### config.mk
export PLATFORM = sky130hd
export DESIGN_NAME = perfect_power_classifier_flat
export DESIGN_NICKNAME = d
export VERILOG_FILES = /design/src/ppc_pkg.sv /design/src/ppc_if.sv /design/src/perfect_power_classifier.sv /design/src/ppc_dp.sv /design/src/ppc_ctrl.sv /design/src/flat_wrapper.sv
export SDC_FILE = /design/constraint.sdc
export NUM_CORES = 2
export LEC_CHECK = 0
export ABC_AREA = 1
export BUFFER_PORTS_ARGS = -buffer_cell sky130_fd_sc_hd__clkbuf_2
export CORE_UTILIZATION = 53
export CTS_BUF_LIST = sky130_fd_sc_hd__clkbuf_4 sky130_fd_sc_hd__clkbuf_8 sky130_fd_sc_hd__clkbuf_16
export DETAILED_ROUTE_END_ITERATION = 10
export PLACE_DENSITY = 0.8
export SYNTH_ARGS = -nofsm -noshare
export SYNTH_HDL_FRONTEND = slang
export SYNTH_SLANG_ARGS = --single-unit
### constraint.sdc
create_clock -name clk -period 6.55 [get_ports clk]
set_input_delay 0.3275 -clock clk [delete_from_list [all_inputs] [get_ports clk]]
set_output_delay 0.3275 -clock clk [all_outputs]
set_load 0.03 [all_outputs]
### src/ppc_pkg.sv
// Package with the constants, types and tables shared by the perfect power classifier.
`timescale 1ns / 1ps

package ppc_pkg;

  localparam int VALUE_BITS   = 31;                    // width of the value field
  localparam int ROOT_BITS    = 16;                    // root of a 31-bit value fits in 16 bits
  localparam int PROD_BITS    = VALUE_BITS + ROOT_BITS; // width of one partial power
  localparam int MASK_BITS    = 16;                    // width of the power mask
  localparam int EXP_BITS     = 5;                     // width of the exponent register
  localparam int BIT_IDX_BITS = 4;                     // indexes the root bits
  localparam int MASK_IDX_BITS = 4;                    // indexes the mask bits

  localparam logic [EXP_BITS-1:0] EXP_RESET = EXP_BITS'(2);
  localparam logic [EXP_BITS-1:0] EXP_LOW   = EXP_BITS'(2);
  localparam logic [EXP_BITS-1:0] EXP_HIGH  = EXP_BITS'(MASK_BITS + 1);

  // Commands from the controller to the datapath.
  typedef struct packed {
    logic                     load_value;  // capture the request value, clear the mask
    logic                     start_exp;   // clear root and match flag for a new exponent
    logic                     start_trial; // product := candidate
    logic                     mul;         // product := product * candidate
    logic                     take_cand;   // root := candidate, record exact match
    logic                     set_mask;    // mask bit := match flag
    logic                     load_out;    // result register := mask
    logic [BIT_IDX_BITS-1:0]  bit_idx;     // root bit under trial
    logic [MASK_IDX_BITS-1:0] mask_idx;    // mask bit of the current exponent
  } ppc_cmd_t;

  // Status from the datapath to the controller.
  typedef struct packed {
    logic over; // partial power has passed the value
  } ppc_status_t;

  // Highest root bit that can be set for exponent k, i.e. ceil(VALUE_BITS / k) - 1.
  function automatic logic [BIT_IDX_BITS-1:0] top_root_bit(input logic [EXP_BITS-1:0] k);
    logic [BIT_IDX_BITS-1:0] res;
    unique case (k)
      5'd2:    res = 4'd15;
      5'd3:    res = 4'd10;
      5'd4:    res = 4'd7;
      5'd5:    res = 4'd6;
      5'd6:    res = 4'd5;
      5'd7:    res = 4'd4;
      5'd8:    res = 4'd3;
      5'd9:    res = 4'd3;
      5'd10:   res = 4'd3;
      5'd11:   res = 4'd2;
      5'd12:   res = 4'd2;
      5'd13:   res = 4'd2;
      5'd14:   res = 4'd2;
      5'd15:   res = 4'd2;
      5'd16:   res = 4'd1;
      5'd17:   res = 4'd1;
      default: res = 4'd15;
    endcase
    return res;
  endfunction

endpackage

### src/ppc_if.sv
// Interfaces for the request, result and configuration channels.
`timescale 1ns / 1ps

interface ppc_in_if;
  logic                            valid;
  logic                            ready;
  logic [ppc_pkg::VALUE_BITS-1:0]  value;
  modport source (output valid, output value, input ready);
  modport sink   (input valid, input value, output ready);
endinterface

interface ppc_out_if;
  logic                            valid;
  logic                            ready;
  logic [ppc_pkg::MASK_BITS-1:0]   power_mask;
  modport source (output valid, output power_mask, input ready);
  modport sink   (input valid, input power_mask, output ready);
endinterface

interface ppc_cfg_if;
  logic                            valid;
  logic                            ready;
  logic [ppc_pkg::EXP_BITS-1:0]    highest_exponent;
  modport source (output valid, output highest_exponent, input ready);
  modport sink   (input valid, input highest_exponent, output ready);
endinterface

### src/perfect_power_classifier.sv
// Top level of the perfect power classifier: controller, datapath and channel wiring.
`timescale 1ns / 1ps

// Use of the block:
// A request on in_chan carries one 31-bit unsigned value. The block answers
// with exactly one result on out_chan whose power_mask has bit k set when the
// value is an exact power with exponent k+2, for exponents 2 up to the
// configured highest exponent (saturated at 17). Zero gives an empty mask.
// cfg_chan writes the highest exponent; it is always ready. The user must
// write it only while the block is idle; the block does not enforce this.
// Reset (rst_n low, synchronous) sets the highest exponent to 2 and empties
// the controller and result register. Throughput: one request at a time.
// Each exponent k runs a bitwise root search over ceil(31/k) root bits, and
// each trial raises the candidate to the k-th power through the one shared
// 31x16 multiplier, one multiply per cycle, stopping early once the product
// passes the value. Each exponent also passes through S_EXP and S_EXP_END.
// The finished mask sits in an output register; if the receiver stalls, the
// next request is still accepted and computed, and waits only for the slot.
module perfect_power_classifier (
  input  logic        clk,
  input  logic        rst_n,
  ppc_in_if.sink      in_chan,
  ppc_out_if.source   out_chan,
  ppc_cfg_if.sink     cfg_chan
);

  ppc_pkg::ppc_cmd_t    cmd;
  ppc_pkg::ppc_status_t status;

  // The controller owns all handshakes and the exponent register.
  ppc_ctrl u_ctrl (
    .clk       (clk),
    .rst_n     (rst_n),
    .in_valid  (in_chan.valid),
    .in_ready  (in_chan.ready),
    .out_valid (out_chan.valid),
    .out_ready (out_chan.ready),
    .cfg_valid (cfg_chan.valid),
    .cfg_ready (cfg_chan.ready),
    .cfg_data  (cfg_chan.highest_exponent),
    .status    (status),
    .cmd       (cmd)
  );

  // The datapath holds the value, the growing root, the partial power and the mask.
  ppc_dp u_dp (
    .clk      (clk),
    .in_value (in_chan.value),
    .cmd      (cmd),
    .status   (status),
    .out_mask (out_chan.power_mask)
  );

endmodule

### src/ppc_dp.sv
// Datapath: root search registers, shared multiplier, mask and result register.
`timescale 1ns / 1ps

module ppc_dp (
  input  logic                              clk,
  input  logic [ppc_pkg::VALUE_BITS-1:0]    in_value,
  input  ppc_pkg::ppc_cmd_t                 cmd,
  output ppc_pkg::ppc_status_t              status,
  output logic [ppc_pkg::MASK_BITS-1:0]     out_mask
);

  logic [ppc_pkg::VALUE_BITS-1:0] value_r, value_nxt;
  logic [ppc_pkg::ROOT_BITS-1:0]  root_r, root_nxt;
  logic [ppc_pkg::PROD_BITS-1:0]  prod_r, prod_nxt;
  logic                           match_r, match_nxt;
  logic [ppc_pkg::MASK_BITS-1:0]  mask_r, mask_nxt;
  logic [ppc_pkg::MASK_BITS-1:0]  out_mask_r, out_mask_nxt;
  logic [ppc_pkg::ROOT_BITS-1:0]  cand;
  logic [ppc_pkg::PROD_BITS-1:0]  value_ext;

  // Candidate root: the bits found so far plus the bit under trial.
  assign cand      = root_r | (ppc_pkg::ROOT_BITS'(1) << cmd.bit_idx);
  assign value_ext = ppc_pkg::PROD_BITS'(value_r);

  always_comb begin
    value_nxt    = value_r;
    root_nxt     = root_r;
    prod_nxt     = prod_r;
    match_nxt    = match_r;
    mask_nxt     = mask_r;
    out_mask_nxt = out_mask_r;
    if (cmd.load_value) begin
      value_nxt = in_value;
      mask_nxt  = '0;
    end
    if (cmd.start_exp) begin
      root_nxt  = '0;
      match_nxt = 1'b0;
    end
    if (cmd.start_trial) begin
      prod_nxt = ppc_pkg::PROD_BITS'(cand);
    end
    if (cmd.mul) begin
      // While the product is not above the value its upper bits are zero.
      prod_nxt = ppc_pkg::PROD_BITS'(prod_r[ppc_pkg::VALUE_BITS-1:0])
               * ppc_pkg::PROD_BITS'(cand);
    end
    if (cmd.take_cand) begin
      root_nxt  = cand;
      match_nxt = (prod_r == value_ext);
    end
    if (cmd.set_mask) begin
      mask_nxt[cmd.mask_idx] = match_r;
    end
    if (cmd.load_out) begin
      out_mask_nxt = mask_r;
    end
  end

  always_ff @(posedge clk) begin
    value_r    <= value_nxt;
    root_r     <= root_nxt;
    prod_r     <= prod_nxt;
    match_r    <= match_nxt;
    mask_r     <= mask_nxt;
    out_mask_r <= out_mask_nxt;
  end

  assign status.over = (prod_r > value_ext);
  assign out_mask    = out_mask_r;

endmodule

### src/ppc_ctrl.sv
// Controller: sequences exponents, root bits and multiplies; holds the configuration register.
`timescale 1ns / 1ps

module ppc_ctrl (
  input  logic                            clk,
  input  logic                            rst_n,
  input  logic                            in_valid,
  output logic                            in_ready,
  output logic                            out_valid,
  input  logic                            out_ready,
  input  logic                            cfg_valid,
  output logic                            cfg_ready,
  input  logic [ppc_pkg::EXP_BITS-1:0]    cfg_data,
  input  ppc_pkg::ppc_status_t            status,
  output ppc_pkg::ppc_cmd_t               cmd
);

  localparam logic [2:0] S_IDLE    = 3'd0;
  localparam logic [2:0] S_EXP     = 3'd1;
  localparam logic [2:0] S_TRIAL   = 3'd2;
  localparam logic [2:0] S_POW     = 3'd3;
  localparam logic [2:0] S_EXP_END = 3'd4;
  localparam logic [2:0] S_FINISH  = 3'd5;

  logic [2:0]                          state_r, state_nxt;
  logic [ppc_pkg::EXP_BITS-1:0]        hexp_r, hexp_nxt;
  logic [ppc_pkg::EXP_BITS-1:0]        top_r, top_nxt;
  logic [ppc_pkg::EXP_BITS-1:0]        k_r, k_nxt;
  logic [ppc_pkg::EXP_BITS-1:0]        cnt_r, cnt_nxt;
  logic [ppc_pkg::BIT_IDX_BITS-1:0]    bit_r, bit_nxt;
  logic                                out_valid_r, out_valid_nxt;
  logic                                slot_free;
  logic [ppc_pkg::EXP_BITS-1:0]        top_sat;

  assign slot_free = !out_valid_r || out_ready;
  assign top_sat   = (hexp_r > ppc_pkg::EXP_HIGH) ? ppc_pkg::EXP_HIGH : hexp_r;
  assign in_ready  = (state_r == S_IDLE);
  assign cfg_ready = 1'b1;
  assign out_valid = out_valid_r;

  always_comb begin
    state_nxt     = state_r;
    hexp_nxt      = hexp_r;
    top_nxt       = top_r;
    k_nxt         = k_r;
    cnt_nxt       = cnt_r;
    bit_nxt       = bit_r;
    out_valid_nxt = out_valid_r;
    cmd           = '0;
    cmd.bit_idx   = bit_r;
    cmd.mask_idx  = ppc_pkg::MASK_IDX_BITS'(k_r - ppc_pkg::EXP_LOW);

    if (out_valid_r && out_ready) begin
      out_valid_nxt = 1'b0;
    end
    if (cfg_valid) begin
      hexp_nxt = cfg_data;
    end

    unique case (state_r)
      S_IDLE: begin
        if (in_valid) begin
          cmd.load_value = 1'b1;
          top_nxt        = top_sat;
          k_nxt          = ppc_pkg::EXP_LOW;
          state_nxt      = (top_sat < ppc_pkg::EXP_LOW) ? S_FINISH : S_EXP;
        end
      end
      S_EXP: begin
        cmd.start_exp = 1'b1;
        bit_nxt       = ppc_pkg::top_root_bit(k_r);
        state_nxt     = S_TRIAL;
      end
      S_TRIAL: begin
        cmd.start_trial = 1'b1;
        cnt_nxt         = ppc_pkg::EXP_BITS'(1);
        state_nxt       = S_POW;
      end
      S_POW: begin
        if (!status.over && (cnt_r != k_r)) begin
          cmd.mul = 1'b1;
          cnt_nxt = cnt_r + ppc_pkg::EXP_BITS'(1);
        end else begin
          cmd.take_cand = !status.over;
          if (bit_r == '0) begin
            state_nxt = S_EXP_END;
          end else begin
            bit_nxt   = bit_r - ppc_pkg::BIT_IDX_BITS'(1);
            state_nxt = S_TRIAL;
          end
        end
      end
      S_EXP_END: begin
        cmd.set_mask = 1'b1;
        if (k_r == top_r) begin
          state_nxt = S_FINISH;
        end else begin
          k_nxt     = k_r + ppc_pkg::EXP_BITS'(1);
          state_nxt = S_EXP;
        end
      end
      S_FINISH: begin
        if (slot_free) begin
          cmd.load_out  = 1'b1;
          out_valid_nxt = 1'b1;
          state_nxt     = S_IDLE;
        end
      end
      default: begin
        state_nxt = S_IDLE;
      end
    endcase
  end

  always_ff @(posedge clk) begin
    if (!rst_n) begin
      state_r     <= S_IDLE;
      hexp_r      <= ppc_pkg::EXP_RESET;
      out_valid_r <= 1'b0;
    end else begin
      state_r     <= state_nxt;
      hexp_r      <= hexp_nxt;
      out_valid_r <= out_valid_nxt;
    end
  end

  always_ff @(posedge clk) begin
    top_r <= top_nxt;
    k_r   <= k_nxt;
    cnt_r <= cnt_nxt;
    bit_r <= bit_nxt;
  end

  // An accepted request always starts work.
  a_accept_starts: assert property (@(posedge clk) disable iff (!rst_n)
    (in_valid && in_ready) |=> (state_r != S_IDLE))
    else $error("request accepted but controller stayed idle");

  // The power count never runs past the exponent.
  a_cnt_bound: assert property (@(posedge clk) disable iff (!rst_n)
    (state_r == S_POW) |-> (cnt_r <= k_r))
    else $error("power count passed the exponent");

  // Exponent under work stays in the tested range.
  a_k_range: assert property (@(posedge clk) disable iff (!rst_n)
    (state_r == S_EXP || state_r == S_TRIAL || state_r == S_POW || state_r == S_EXP_END)
      |-> (k_r >= ppc_pkg::EXP_LOW && k_r <= ppc_pkg::EXP_HIGH))
    else $error("exponent out of range");

  // A result never overwrites one that is still waiting.
  a_no_overwrite: assert property (@(posedge clk) disable iff (!rst_n)
    cmd.load_out |-> (!out_valid_r || out_ready))
    else $error("result register overwritten");

endmodule

### src/flat_wrapper.sv
// flat-port wrapper written by rule: the top's interface ports become plain ports
module perfect_power_classifier_flat 
  (clk, rst_n, in_chan_valid, in_chan_value, in_chan_ready, out_chan_valid, out_chan_power_mask, out_chan_ready, cfg_chan_valid, cfg_chan_highest_exponent, cfg_chan_ready);
  ppc_in_if in_chan_i ();
  ppc_out_if out_chan_i ();
  ppc_cfg_if cfg_chan_i ();
  input  logic clk;
  input  logic rst_n;
  input wire logic [$bits(in_chan_i.valid)-1:0] in_chan_valid;
  input wire logic [$bits(in_chan_i.value)-1:0] in_chan_value;
  output wire logic [$bits(in_chan_i.ready)-1:0] in_chan_ready;
  output wire logic [$bits(out_chan_i.valid)-1:0] out_chan_valid;
  output wire logic [$bits(out_chan_i.power_mask)-1:0] out_chan_power_mask;
  input wire logic [$bits(out_chan_i.ready)-1:0] out_chan_ready;
  input wire logic [$bits(cfg_chan_i.valid)-1:0] cfg_chan_valid;
  input wire logic [$bits(cfg_chan_i.highest_exponent)-1:0] cfg_chan_highest_exponent;
  output wire logic [$bits(cfg_chan_i.ready)-1:0] cfg_chan_ready;
  assign in_chan_i.valid = in_chan_valid;
  assign in_chan_i.value = in_chan_value;
  assign in_chan_ready = in_chan_i.ready;
  assign out_chan_valid = out_chan_i.valid;
  assign out_chan_power_mask = out_chan_i.power_mask;
  assign out_chan_i.ready = out_chan_ready;
  assign cfg_chan_i.valid = cfg_chan_valid;
  assign cfg_chan_i.highest_exponent = cfg_chan_highest_exponent;
  assign cfg_chan_ready = cfg_chan_i.ready;
  perfect_power_classifier u_core (.clk(clk), .rst_n(rst_n), .in_chan(in_chan_i), .out_chan(out_chan_i), .cfg_chan(cfg_chan_i));
endmodule
After elaboration in Yosys (flattened, before gate mapping):

Memory sizes are Yosys's and may differ from the RTL's. A register that Yosys moved wholly into a read port is not among the register bits.
Index checks and enable logic that the tools add are counted.
W data, S select, Z words.

* $add $sub $neg: 4
* multiply operators: 1
* magnitude comparators: 5
* equal/unequal tests: 14
* shifts and indexed selects: 1
* muxes and demuxes: 41
* bitwise logic cells: 1
* reduce and logical (&&, ||, !) cells: 18

Operators with widths (count)
* $mux W47: 2
* $mux W16: 4
* $eq A47 B31 Y1: 1
* $gt A47 B31 Y1: 1
* $mul A31 B16 Y47: 1
* $mux W5: 5
* $pmux W5 S2: 2
* $mux W3: 6
* $pmux W3 S6: 1
* $bwmux W16: 1
* $or A16 B16 Y16: 1
* $shl A1 B4 Y16 const A: 1
* $mux W1: 15
* $ne A2 B2 Y1 const B: 6
* $add A5 B1 Y5 const B: 2
* $reduce_bool A2 Y1: 5
* $reduce_and A3 Y1: 3
* $mux W4: 2
* $pmux W4 S2: 1
* $eq A3 B2 Y1 const B: 2
* $eq A3 B3 Y1 const B: 2
* $eq A5 B5 Y1: 1
* $gt A5 B5 Y1 const B: 1
* $lt A4 B5 Y1 const B: 1
* 14 further kinds: 18

* register bits after elaboration: 155
* ROM bits: 128
* input port bits: 41
* output and inout port bits: 19
* memories kept: 1

Memories
* (name not given): depth 32, width 4, rd ports 1, clocked after Yosys merged registers in 1, wr ports 0, RTL line ppc_pkg.sv:39 `unique case (k)`

Depth between registers and ports, before layout:

* word-level depth: 7
* depth in mapped cells: 32

By module:

From an unflattened synthesis, not the netlist that was laid out.

* cells, all modules: 2959
* area total of the unflattened synthesis: 23917.9 um^2

By module, submodules not included
* ppc_dp: instances 1, cells each 2717, area an instance 22037.4 um^2, sequential area each 3653.5 um^2
* ppc_ctrl: instances 1, cells each 242, area an instance 1880.6 um^2, sequential area each 830.8 um^2

Worst setup path before layout:

Ideal clock, no wire load.

* kind: reg2reg
* start: reg u_core.u_ctrl.bit_r[0] (netlist name)
* end: reg u_core.u_dp.prod_r[35] (netlist name) (data pin)
* setup time: 0.257 ns
* arrival: 5.962 ns
* setup slack: 0.331 ns
* cell stages (with the launch flop): 27
* path through: edfxtp_1 -> inv_1 -> ha_1 -> a31oi_1 -> clkbuf_1 -> nor2_1 -> fa_1 -> inv_1 -> fa_1 -> fa_1 -> inv_1 -> fa_1 -> fa_1 -> inv_1 -> fa_1 -> inv_1 -> ha_1 -> nand2_1 -> nor2_1 -> nand2_1 -> nor3_1 -> nand2_1 -> nand3_1 -> nand2_1 -> nand2_1 -> nand2_1 -> nor3b_2

* word-level cells in the longest chain between the ends: 4

RTL lines
* from (decl): RTL line ppc_ctrl.sv:30 `logic [ppc_pkg::BIT_IDX_BITS-1:0] bit_r, bit_nxt;`
* from (signal assigned): RTL line ppc_ctrl.sv:131 `bit_r <= bit_nxt;`
* $shl A1 B4 Y16: RTL line ppc_dp.sv:22 `assign cand = root_r | (ppc_pkg::ROOT_BITS'(1) << cmd.bit_idx);`
* $or A16 B16 Y16: RTL line ppc_dp.sv:22
* $mul A31 B16 Y47: RTL line ppc_dp.sv:46 `* ppc_pkg::PROD_BITS'(cand);`
* $mux W47: RTL line ppc_dp.sv:43 `if (cmd.mul) begin`
* to (signal assigned): RTL line ppc_dp.sv:63 `prod_r <= prod_nxt;`
* to (decl): RTL line ppc_dp.sv:14 `logic [ppc_pkg::PROD_BITS-1:0] prod_r, prod_nxt;`

Every way passes these cells.
A chain may end at the register's enable or synchronous reset.

Worst setup path in the final report:

* start: reg u_core.u_ctrl.bit_r[1] (netlist name)
* end: reg u_core.u_dp.prod_r[38] (netlist name) (data pin)

The elaborated chain is that of the path after synthesis.

==> run metrics <==
outcome finished, final reports clean; min Tclk post-route ~6.5 ns; # rows just under 80; worst-margin pin slew approximately 1.1 ns; Max Cap Viol 0; total grt overflow 0; final period utilization 0.996; Synth Warn # 0; CTS Buf Count 17; post-DP HPWL ~55 mm; startpoint class of the critical path flop; Synth async-reset ratio 0; fill cell count approximately 3700; WL/cell 19.2 µm; Slew Viols, Final 0; area grow syn2layout 14.1%; sequential fraction of the synthesis area 0.188; hold_buf cts 0; Clock Latency Late Sink around 0.45 ns; Max-slew headroom 0.275; total clock sinks approximately 160; Critical Path RT between 6 and 7 ns; die height around 210 µm; final hold viol count 0; worst min path class in -> reg; Ports 60; CTS clk-pin slew, worst paths roughly 0.070 ns; Placeable Area 44300 µm²; gr usage total 0.306; CTS max path bufs 2; Worst Path Class, Setup reg -> reg; first-pass GRT wire length about 110 mm; Root Buffer clkbuf_16; Port Buffers 58; CTS tree done; RSZ-0062 raised after global routing yes; ratio of cells with drive above 1 in the final layout 0.141; drt first pass iters 6; Syn Std Cell Area 23900 µm²; #FFs+latches synth 159; vias in the first global route 20100; DRC viols 0; largest net degree at the start of global routing 48; dpl ws -0.104 ns; crit path DAT 6.70 ns; number of distinct library cells after synthesis ~50; initial antenna violation count 2; f_max 153 MHz; WL final roughly 71 mm; Final Worst Setup Slack 0.0291 ns; Final #Nets about 3700; routed vias/inst approximately 5.4; antenna viol nets, final 0; Initial Util 0.538; gpl congestion about 1.0; endpoint type of the worst setup path flop; Die W roughly 210 µm; DRT iter0 DRCs about 1900; H-tree lvl count 4; final setup violating endpoints 0; Post-synth EDFFs 130; Setup Skew 0.0120 ns; syn avg cell area 8.13 µm²; syn_nets around 3500; via count about 20000; cells after synthesis between 2000 and 3000; Primary FF master, synth edfxtp_1; DIE AREA about 46000 µm²; crit path max fanout 7
path summary, 6_finish.rpt:
kind | startpoint | to | slack (ns) | depth (start not counted)
worst max-delay path | u_core.u_ctrl.bit_r[1] | u_core.u_dp.prod_r[38] | 0.03 | 26
worst min register to register | u_core.u_dp.mask_r[1] | u_core.u_dp.out_mask[1] | 0.44 | 0
worst max register to register | u_core.u_ctrl.bit_r[1] | u_core.u_dp.prod_r[38] | 0.03 | 26
worst min-delay path | in_chan_value[9] | u_core.u_dp.value_r[9] | 0.05 | 1
per-stage QoR:
step	hold slack, ns	util	cells	area, µm²	TNS (ns)
after global placement	0.416	0.577	3610	25600	-0.0509
after CTS	0.0380	0.592	3645	26200	-0.000560
after floorplan	0.409	-	2933	23900	0
after detailed placement	0.424	0.577	3610	25600	-0.104
after global routing	0.0459	0.614	3664	27200	-1.17
final	0.0516	0.614	3665	27200	0
cells in the mapped netlist (2+ instances only):
cell / instances / area, µm²
inv_1: 700 / 2630
nand2_1: 698 / 2620
fa_1: 404 / 8090
nor2_1: 366 / 1370
ha_1: 162 / 2030
edfxtp_1: 130 / 3900
nand3_1: 78 / 390
a21oi_1: 66 / 330
clkbuf_1: 65 / 244
o21ai_0: 38 / 190
dfxtp_1: 29 / 581
nor3b_2: 20 / 250
o21ai_1: 19 / 95.1
xor2_1: 16 / 140
nor3_1: 15 / 75.1
inv_2: 10 / 37.5
buf_1: 9 / 33.8
xnor2_1: 9 / 78.8
clkinv_1: 8 / 30.0
a31oi_1: 7 / 43.8
o21bai_1: 7 / 52.6
or2_2: 7 / 43.8
a21o_1: 6 / 45.0
buf_6: 6 / 67.6
o21ai_2: 5 / 43.8
nand2_2: 4 / 25.0
nand3b_1: 4 / 30.0
nor2_2: 4 / 25.0
nor3_2: 4 / 40.0
buf_2: 3 / 15.0
nand2_4: 3 / 33.8
nor2_4: 3 / 33.8
o211ai_1: 3 / 22.5
o31ai_1: 3 / 22.5
and2_1: 2 / 12.5
buf_4: 2 / 15.0
nand3_2: 2 / 20.0
nand3_4: 2 / 35.0
nor4_1: 2 / 12.5
o21a_1: 2 / 15.0
or2_1: 2 / 12.5
final cells by class:
class                      count  area [µm²]  share of cell area
multi-input combinational   1969       17100               0.627
clock inverter                15         145             0.00533
clock buffer                  17         425              0.0156
timing repair buffer         193        1650              0.0607
sequential                   159        4480               0.165
inverter                     719        2720              0.0998
antenna                        1        2.50           0.0000919
tap                          592         741              0.0272
cells by family after synthesis:
family	count (synthesis)	synth area share
XOR/XNOR	25	0.00918
flip-flops	159	0.188
adder cells (fa/ha/maj)	566	0.424
AND/OR/NAND/NOR	1219	0.212
AO/OA/AOI/OAI	158	0.0369
other	1	0.000157
buffers and inverters	805	0.130
cells in the final DEF, fill, tap and decap left out, drive strengths merged, types with 6 or more instances in the layout:
master / Yosys / layout
inv: 711 / 717
nand2: 705 / 705
fa: 404 / 404
nor2: 373 / 373
ha: 162 / 162
edfxtp: 130 / 130
buf: 21 / 130
nand3: 82 / 82
clkbuf: 65 / 80
a21oi: 66 / 66
o21ai: 62 / 62
dfxtp: 29 / 29
nor3b: 21 / 21
nor3: 20 / 20
xor2: 16 / 16
clkinv: 8 / 13
xnor2: 9 / 9
or2: 9 / 9
a31oi: 8 / 8
o21bai: 7 / 7
a21o: 6 / 6
flip-flops by register name, summed over array words and instances (netlist names), named ones only:
name,count
u_core.u_ctrl.cnt_r,5
u_core.u_dp.value_r,31
u_core.u_ctrl.state_r,3
u_core.u_dp.prod_r,47
u_core.u_dp.match_r,1
u_core.u_dp.root_r,16
u_core.u_ctrl.k_r,5
u_core.u_ctrl.bit_r,4
u_core.u_ctrl.hexp_r,5
u_core.u_dp.mask_r,16
u_core.u_ctrl.top_r,5
u_core.u_ctrl.out_valid,1
u_core.u_dp.out_mask,16
layer usage:
metal / routed length (µm) / up-vias / part of all wire / global-route usage
li1: - / 8898 / - / -
met1: 26500 / 9651 / 0.38 / 0.404
met2: 31700 / 1093 / 0.45 / 0.485
met3: 8590 / 255 / 0.12 / 0.0753
met4: 3720 / 2 / 0.053 / 0.125
met5: 12 / - / 0.00017 / 0
worst max-delay path, stage by stage, from the launching register on:
cell,delay [ns]
edfxtp_1,0.47
buf_6,0.16
ha_4,0.17
a31oi_4,0.31
buf_12,0.20
nor2_1,0.07
fa_1,0.51
inv_1,0.06
fa_1,0.51
fa_1,0.53
inv_1,0.06
fa_1,0.49
fa_1,0.50
inv_1,0.06
fa_2,0.58
inv_1,0.08
ha_4,0.30
nand2_2,0.09
nor2_2,0.15
nand3_1,0.12
nand3b_1,0.23
nand2_1,0.10
nand2_2,0.09
nand2_1,0.09
nand2_2,0.10
nand2_1,0.05
nor3b_2,0.15
what timing repair did:
item | CTS | global route
pin swaps | 1 | 39
gates cloned | 1 | 5
setup buffers | 2 | 14
setup endpoints to repair | 7 | 34
resized for setup | 7 | 169
Power is not shown: default switching activity piles up to over one toggle a cycle in this logic, so the estimate is an artifact.
